<file path="config.mk">
export PLATFORM = sky130hd
export DESIGN_NAME = adpcm_block_decoder
export DESIGN_NICKNAME = d
export VERILOG_FILES = /design/src/rtl/abd_pkg.sv /design/src/rtl/abd_front.sv /design/src/rtl/abd_queue.sv /design/src/rtl/abd_back.sv /design/src/rtl/adpcm_block_decoder.sv
export SDC_FILE = /design/constraint.sdc
export NUM_CORES = 1
export LEC_CHECK = 0
export ABC_AREA = 1
export BUFFER_PORTS_ARGS = -buffer_cell sky130_fd_sc_hd__buf_2
export CORE_ASPECT_RATIO = 0.5
export CORE_MARGIN = 1.5
export CORE_UTILIZATION = 45
export CTS_CLUSTER_SIZE = 10
export DETAILED_ROUTE_END_ITERATION = 7
export GPL_ROUTABILITY_DRIVEN = 0
export HOLD_SLACK_MARGIN = 0.15
export PLACE_DENSITY = 0.61
export RECOVER_POWER = 50
export SYNTH_ARGS = -nofsm -noshare
export SYNTH_HDL_FRONTEND = slang
export SYNTH_SLANG_ARGS = --single-unit
export TNS_END_PERCENT = 20
</file>
<file path="constraint.sdc">
create_clock -name clk -period 7.1 [get_ports clk]
set_clock_uncertainty 0.15 [all_clocks]
set_input_delay 0.355 -clock clk [delete_from_list [all_inputs] [get_ports clk]]
set_output_delay 0.355 -clock clk [all_outputs]
set_load 0.005 [all_outputs]
</file>
<file path="src/rtl/abd_pkg.sv">
// Shared types, constants and coefficient tables for the ADPCM block decoder.
// No dependencies.
package abd_pkg;

  localparam int WordW      = 16;
  localparam int PcmW       = 16;
  localparam int ShiftW     = 4;
  localparam int FiltW      = 3;
  localparam int NibW       = 4;
  localparam int CoefW      = 8;
  localparam int CoefFrac   = 6;
  localparam int NibPerWord = WordW / NibW;
  localparam int NibIdxW    = $clog2(NibPerWord);

  // Widths of the prediction datapath
  localparam int ProdW = PcmW + CoefW;
  localparam int TermW = ProdW - CoefFrac;
  localparam int SumW  = TermW + 2;

  // Queue between front and back
  localparam int QDepth = 2;
  localparam int QAw    = $clog2(QDepth);

  // Item kinds on tuser
  localparam logic CmdHeader = 1'b0;
  localparam logic CmdSample = 1'b1;

  // Large-shift handling
  localparam logic [ShiftW-1:0] ShiftLimit = 4'd12;
  localparam logic [ShiftW-1:0] ShiftLarge = 4'd8;
  localparam logic [WordW-1:0]  SignMask   = 16'h8888;

  // One sample word with the decode settings in force when it arrived
  typedef struct packed {
    logic [WordW-1:0]  word;
    logic [ShiftW-1:0] shift;
    logic [FiltW-1:0]  filter;
  } abd_job_t;

  // Weight on the newer history sample, in 64ths
  function automatic logic signed [CoefW-1:0] coef_pos(input logic [FiltW-1:0] f);
    logic signed [CoefW-1:0] c;
    case (f)
      3'd1:    c = 8'sd60;
      3'd2:    c = 8'sd115;
      3'd3:    c = 8'sd98;
      3'd4:    c = 8'sd122;
      default: c = 8'sd0;
    endcase
    return c;
  endfunction

  // Weight on the older history sample, in 64ths
  function automatic logic signed [CoefW-1:0] coef_neg(input logic [FiltW-1:0] f);
    logic signed [CoefW-1:0] c;
    case (f)
      3'd2:    c = -8'sd52;
      3'd3:    c = -8'sd55;
      3'd4:    c = -8'sd60;
      default: c = 8'sd0;
    endcase
    return c;
  endfunction

endpackage

</file>
<file path="src/rtl/abd_front.sv">
// Front end: accepts input transactions, latches header settings and
// turns sample words into jobs for the queue. Depends on abd_pkg.
module abd_front import abd_pkg::*; (
  input  logic             clk,
  input  logic             rst_n,
  input  logic             in_tvalid,
  output logic             in_tready,
  input  logic [WordW-1:0] in_tdata,  // [15:0] word
  input  logic             in_tuser,  // [0] cmd
  input  logic             q_full,
  output logic             push,
  output abd_job_t         push_job
);

  logic [ShiftW-1:0] shift_r, shift_nxt;
  logic [FiltW-1:0]  filter_r, filter_nxt;
  logic              accept;

  assign in_tready = !q_full;
  assign accept    = in_tvalid && in_tready;

  // Latch settings from a header transaction
  always_comb begin
    shift_nxt  = shift_r;
    filter_nxt = filter_r;
    if (accept && in_tuser == CmdHeader) begin
      shift_nxt  = in_tdata[ShiftW-1:0];
      filter_nxt = in_tdata[ShiftW +: FiltW];
    end
  end

  always_ff @(posedge clk) begin
    if (!rst_n) begin
      shift_r  <= '0;
      filter_r <= '0;
    end else begin
      shift_r  <= shift_nxt;
      filter_r <= filter_nxt;
    end
  end

  // Build a job: a large shift keeps only the nibble sign bits
  always_comb begin
    push            = accept && in_tuser == CmdSample;
    push_job.filter = filter_r;
    if (shift_r > ShiftLimit) begin
      push_job.word  = in_tdata & SignMask;
      push_job.shift = ShiftLarge;
    end else begin
      push_job.word  = in_tdata;
      push_job.shift = shift_r;
    end
  end

endmodule

</file>
<file path="src/rtl/abd_queue.sv">
// Short job queue between front and back, built from registers.
// Depends on abd_pkg.
module abd_queue import abd_pkg::*; (
  input  logic     clk,
  input  logic     rst_n,
  input  logic     push,
  input  abd_job_t push_job,
  output logic     full,
  output logic     pop_valid,
  input  logic     pop,
  output abd_job_t pop_job
);

  abd_job_t        mem_r [QDepth];
  logic [QAw-1:0]  wr_ptr_r, wr_ptr_nxt;
  logic [QAw-1:0]  rd_ptr_r, rd_ptr_nxt;
  logic [QAw:0]    count_r, count_nxt;
  logic            do_push, do_pop;

  assign full      = count_r == (QAw+1)'(QDepth);
  assign pop_valid = count_r != '0;
  assign pop_job   = mem_r[rd_ptr_r];
  assign do_push   = push && !full;
  assign do_pop    = pop && pop_valid;

  // Advance pointers with wrap, track fill level
  always_comb begin
    wr_ptr_nxt = wr_ptr_r;
    rd_ptr_nxt = rd_ptr_r;
    count_nxt  = count_r;
    if (do_push) begin
      wr_ptr_nxt = (wr_ptr_r == QAw'(QDepth-1)) ? '0 : wr_ptr_r + 1'b1;
    end
    if (do_pop) begin
      rd_ptr_nxt = (rd_ptr_r == QAw'(QDepth-1)) ? '0 : rd_ptr_r + 1'b1;
    end
    if (do_push && !do_pop) begin
      count_nxt = count_r + 1'b1;
    end else if (do_pop && !do_push) begin
      count_nxt = count_r - 1'b1;
    end
  end

  always_ff @(posedge clk) begin
    if (!rst_n) begin
      wr_ptr_r <= '0;
      rd_ptr_r <= '0;
      count_r  <= '0;
    end else begin
      wr_ptr_r <= wr_ptr_nxt;
      rd_ptr_r <= rd_ptr_nxt;
      count_r  <= count_nxt;
    end
  end

  // Store payload; no reset needed
  always_ff @(posedge clk) begin
    if (do_push) begin
      mem_r[wr_ptr_r] <= push_job;
    end
  end

endmodule

</file>
<file path="src/rtl/abd_back.sv">
// Back end: decodes one nibble per cycle, while the output is not stalled, against the
// two-sample history and drives the output register. Depends on abd_pkg.
module abd_back import abd_pkg::*; (
  input  logic            clk,
  input  logic            rst_n,
  input  logic            job_valid,
  input  abd_job_t        job,
  output logic            pop,
  output logic            out_tvalid,
  input  logic            out_tready,
  output logic [PcmW-1:0] out_tdata,  // [15:0] pcm
  output logic            out_tlast
);

  typedef enum logic {S_IDLE, S_RUN} state_t;

  state_t                 state_r, state_nxt;
  abd_job_t               job_r;
  logic [NibIdxW-1:0]     idx_r;
  logic signed [PcmW-1:0] hist_new_r, hist_old_r;
  logic                   out_valid_r, out_valid_nxt;
  logic [PcmW-1:0]        out_pcm_r;
  logic                   out_last_r;

  logic                   advance, last_nib;
  logic [NibW-1:0]        nib;
  logic signed [PcmW-1:0] code_s, code_sh;
  logic signed [ProdW-1:0] prod_new, prod_old;
  logic signed [TermW-1:0] term_new, term_old;
  logic signed [SumW-1:0] sum;
  logic [SumW-PcmW:0]     sum_hi;
  logic [PcmW-1:0]        pcm;

  assign advance  = state_r == S_RUN && (!out_valid_r || out_tready);
  assign last_nib = idx_r == NibIdxW'(NibPerWord-1);
  assign pop      = job_valid && (state_r == S_IDLE || (advance && last_nib));

  // Scale the nibble and weight the history
  always_comb begin
    nib      = job_r.word[idx_r*NibW +: NibW];
    code_s   = {nib, {(PcmW-NibW){1'b0}}};
    code_sh  = code_s >>> job_r.shift;
    prod_new = hist_new_r * coef_pos(job_r.filter);
    prod_old = hist_old_r * coef_neg(job_r.filter);
    term_new = prod_new[ProdW-1:CoefFrac];
    term_old = prod_old[ProdW-1:CoefFrac];
    sum      = {{(SumW-PcmW){code_sh[PcmW-1]}}, code_sh}
             + {{(SumW-TermW){term_new[TermW-1]}}, term_new}
             + {{(SumW-TermW){term_old[TermW-1]}}, term_old};
    sum_hi   = sum[SumW-1:PcmW-1];
  end

  // Saturate to 16 bits
  always_comb begin
    if (&sum_hi || ~|sum_hi) begin
      pcm = sum[PcmW-1:0];
    end else if (sum[SumW-1]) begin
      pcm = {1'b1, {(PcmW-1){1'b0}}};
    end else begin
      pcm = {1'b0, {(PcmW-1){1'b1}}};
    end
  end

  // Sequence nibbles and hand jobs over
  always_comb begin
    state_nxt = state_r;
    case (state_r)
      S_IDLE: begin
        if (pop) state_nxt = S_RUN;
      end
      S_RUN: begin
        if (advance && last_nib && !pop) state_nxt = S_IDLE;
      end
      default: state_nxt = S_IDLE;
    endcase
    out_valid_nxt = out_valid_r;
    if (advance) begin
      out_valid_nxt = 1'b1;
    end else if (out_tready) begin
      out_valid_nxt = 1'b0;
    end
  end

  always_ff @(posedge clk) begin
    if (!rst_n) begin
      state_r     <= S_IDLE;
      idx_r       <= '0;
      hist_new_r  <= '0;
      hist_old_r  <= '0;
      out_valid_r <= 1'b0;
    end else begin
      state_r     <= state_nxt;
      out_valid_r <= out_valid_nxt;
      if (pop) begin
        idx_r <= '0;
      end else if (advance) begin
        idx_r <= idx_r + 1'b1;
      end
      if (advance) begin
        hist_old_r <= hist_new_r;
        hist_new_r <= pcm;
      end
    end
  end

  // Payload registers: job and output sample
  always_ff @(posedge clk) begin
    if (pop) begin
      job_r <= job;
    end
    if (advance) begin
      out_pcm_r  <= pcm;
      out_last_r <= last_nib;
    end
  end

  assign out_tvalid = out_valid_r;
  assign out_tdata  = out_pcm_r;
  assign out_tlast  = out_last_r;

endmodule

</file>
<file path="src/rtl/adpcm_block_decoder.sv">
// ADPCM block decoder: a header transaction latches shift and filter with no result; a
// sample word gives four samples. The back end gives one sample per cycle while the output
// is not stalled, as it steps through the history chain one nibble at a time.
// Reset (rst_n low, synchronous) clears shift, filter, history, the job queue and the
// output register.
module adpcm_block_decoder import abd_pkg::*; (
  input  logic             clk,
  input  logic             rst_n,
  input  logic             in_tvalid,
  output logic             in_tready,
  input  logic [WordW-1:0] in_tdata,   // [15:0] word
  input  logic             in_tuser,   // [0] cmd
  output logic             out_tvalid,
  input  logic             out_tready,
  output logic [PcmW-1:0]  out_tdata,  // [15:0] pcm
  output logic             out_tlast
);

  logic     q_full, push, q_valid, pop;
  abd_job_t push_job, pop_job;

  abd_front u_front (
    .clk       (clk),
    .rst_n     (rst_n),
    .in_tvalid (in_tvalid),
    .in_tready (in_tready),
    .in_tdata  (in_tdata),
    .in_tuser  (in_tuser),
    .q_full    (q_full),
    .push      (push),
    .push_job  (push_job)
  );

  abd_queue u_queue (
    .clk       (clk),
    .rst_n     (rst_n),
    .push      (push),
    .push_job  (push_job),
    .full      (q_full),
    .pop_valid (q_valid),
    .pop       (pop),
    .pop_job   (pop_job)
  );

  abd_back u_back (
    .clk        (clk),
    .rst_n      (rst_n),
    .job_valid  (q_valid),
    .job        (pop_job),
    .pop        (pop),
    .out_tvalid (out_tvalid),
    .out_tready (out_tready),
    .out_tdata  (out_tdata),
    .out_tlast  (out_tlast)
  );

endmodule

</file>
==> results.md <==
* Status: finished, violations left
* Failing checks: negative setup slack
* Slowest stage delay, CP at about 0.55 ns
* Hold slack final at around 0.17 ns
* Die W at 254.9 um
* Setup TNS Final at -24.55 ns
* Final ANT Viol Nets at 0
* Post-route DRC at 0
* Pre-Repair DR Iteration Count at 5
* Largest net degree at the start of global routing at between 50 and 60
* Worst setup SP type: flop
* Synthesized area at about 14,000 um2
* Area grow syn2layout at 30.83%
* CTS sink cnt at between 100 and 150
* Total track usage at between 20% and 30%
* Post-placement cell area at 16,780 um2
* First-pass GRT wire length at about 62,000 um
* Worst min-delay path category: in2reg
* Metal2 WL at roughly 18,000 um
* Vias in the first global route at approximately 12,000
* Most used DFF post-synth: edfxtp_1
* Syn_area_per_cell at 8.149 um2
* TritonCTS clock tree: yes
* Filler cells at ~2,700
* Max-cap violations at 0
* Setup-failing EPs final at 32
* 1st-iter DRT viols at 706
* Diode count at 0
* Worst slew margin at about 8.8%
* Cell Rows at between 40 and 50
* Critical path type: reg2reg
* Initial antenna violation count at 1
* Top sig layer: met4
* Clk_lat worst skew at 0.45 ns
* Vias post-DR at between 10,000 and 15,000
* Cells on worst reg2reg path at between 40 and 50
* Post-layout worst setup margin at -0.8173 ns
* Total Wirelength at 38,830 um
* Met1 WL at approximately 18,000 um
* Final worst-path cycle share at 111.5%
* Synth cell types at a little under 50
* Num CTS Buffers at 17
* H-tree levels at 4
* Synthesized instance count at 1,752
* Final hold vios at 0
* Sequential cell area fraction in the yosys report at 24.68%
* Worst Setup Slack post-DPL at -0.8483 ns
* Drt wl/cell at about 16 um
* Core area at roughly 30,000 um2
* Starting Density at a little under half
* NumNets Final at approximately 2,400
* Vias per Instance at 4.972
* Met3 WL at approximately 2200 um
* Async S/R FF share, synth at 0%
* Root buf cell: clkbuf_16
* Worst setup EP type: flop
* CP max FO at 6
* RSZ-0062 raised after global routing: true
* Share of layout cells above drive strength 1 at about a quarter
* Tmin final at a little under 8 ns
* Hpwl dp at around 31,000 um
* Flops & latches, synth at about 130
* Slowest CP cell: fa_1
* IO Count at 40
* Warnings, synthesis at 0
* Number of synthesized flops with an enable pin at 86
* WP data required at about 7.2 ns
* Final Instance Area at between 15,000 and 20,000 um2
* Worst-Margin Slew at between 1 and 1.5 ns
* Height of the chip at 128.9 um
* Max clock buf depth at 2
* Final max-slew violation count at 0
* Worst hold path stage count at 4
* Clock-pin transition on the worst setup and hold timing paths at 0.06 ns
* Peak Freq at between 100 and 150 MHz
* Arr. time, crit path at between 7 and 8 ns
* Die area at 32,870 um2
* GRT overflow at 0
* Synth Net Count at a little over 2,000
* PortBufs at 39
sequential cells by signal, indices dropped and copies added, names as in the netlist:
name	count
u_back.hist_old_r	16
u_back.out_tlast	1
u_back.out_tdata	16
u_queue.mem_r	46
u_front.filter_r	3
u_back.idx_r	2
u_front.shift_r	4
u_queue.rd_ptr_r	1
u_queue.wr_ptr_r	1
u_queue.count_r	2
u_back.state_r	1
u_back.job_r	23
u_back.hist_new_r	16
u_back.out_tvalid	1
metrics by stage:
step,instances,utilization (%)
global placement,2410,54.59
global route,2502,60.76
finish,2502,60.76
floorplan,1752,-
detailed placement,2410,54.59
CTS,2488,59.10
worst paths after layout:
kind                            from                   to  slack, ns
hold reg to reg   u_front.shift_r[3]  u_queue.mem_r[1][6]       0.30
setup reg to reg     u_back.job_r[1]  u_back.out_tdata[0]      -0.82
setup / recovery     u_back.job_r[1]  u_back.out_tdata[0]      -0.82
hold / removal            out_tready    u_back.out_tvalid       0.17
logic make-up (layout without fill, tap and decap cells):
| kind of cell | Yosys count | count (layout) | synth area share (%) |
|---|---|---|---|
| buf+inv | 353 | 679 | 9.579 |
| xor+xnor | 73 | 73 | 4.479 |
| mux | 1 | 1 | 0.07012 |
| compound gates | 235 | 235 | 8.905 |
| simple gates | 662 | 663 | 19.23 |
| flops | 133 | 133 | 24.68 |
| fa+ha+maj | 295 | 295 | 33.06 |
Yosys cell counts, drive strengths merged, types with 2 or more instances:
cell type,number,share of area [%]
ha,158,14
buf,13,0.64
dfxtp,47,6.6
a21oi,125,4.4
or2,3,0.13
xor2,49,3.0
nand3b,2,0.11
and2,2,0.088
a31oi,5,0.22
a21boi,2,0.11
nand3,54,2.1
nor3,16,0.60
fa,137,19
clkbuf,22,0.58
o22ai,2,0.088
inv,313,8.2
nand4,7,0.31
o21a,5,0.26
nor2,191,5.1
o21ai,74,2.6
nand2,383,11
xnor2,24,1.5
nor4,3,0.13
clkinv,5,0.13
a21o,7,0.37
edfxtp,86,18
o21bai,8,0.42
placed cells by master, fill, tap and decap left out, types with 6 or more instances in the layout:
cell,synthesis,layout
fa_1,137,133
nand2_1,358,317
nand2_4,2,13
xor2_2,0,9
buf_6,2,8
dlygate4sd3_1,0,16
buf_2,9,24
buf_12,1,7
nand2_2,23,52
edfxtp_1,86,86
o21bai_1,8,7
o21ai_0,69,59
nand4_1,7,7
inv_2,7,18
inv_1,306,294
ha_4,0,24
buf_4,0,255
clkbuf_16,0,18
clkinv_1,5,6
a21oi_2,2,32
a21oi_1,123,89
o21ai_2,0,7
nor2_2,2,9
ha_1,158,132
clkbuf_1,22,17
a21o_1,7,7
nor2_4,1,7
xnor2_1,24,23
nand3_1,47,38
dfxtp_1,47,47
o21ai_1,5,8
nor3_1,15,10
nand3_2,7,15
xor2_1,49,39
nor2_1,188,175
routing by layer:
layer	GRT usage (%)	vias up
li1	-	6181
met5	0	-
met3	4.896	50
met4	5.778	0
met2	39.26	278
met1	34.23	5931
repair_timing:
| item | 4_1_cts | 5_1_grt |
|---|---|---|
| hold endpoints to repair | 39 | 0 |
| resized for setup | 85 | 95 |
| hold buffers | 16 | 0 |
| setup buffers | 26 | 16 |
| setup endpoints to repair | 32 | 32 |
| gates cloned | 4 | 1 |
| pin swaps | 18 | 70 |
critical path: cells and delay by family (launching register included):
family	cells	cell delay, ns
AO/OA/AOI/OAI	5	0.71
XOR/XNOR	2	0.42
adder cells (fa/ha/maj)	7	2.98
buffers and inverters	8	0.78
flip-flops	1	0.49
AND/OR/NAND/NOR	20	2.11
final cells by class:
type                    count  area [um2]  share of cell area, %
multi-input cells        1267       10360                  55.46
flip-flops and latches    133        3523                  18.86
repair buffers            328        2514                  13.46
inverters                 318        1199                  6.417
well taps                 423       529.3                  2.834
clock buffers              17       425.4                  2.278
clock inverters            15       121.4                 0.6498
repair inverters            1       7.507                0.04019
Power is not shown: default switching activity piles up to over one toggle a cycle in this logic, so the estimate is an artifact.
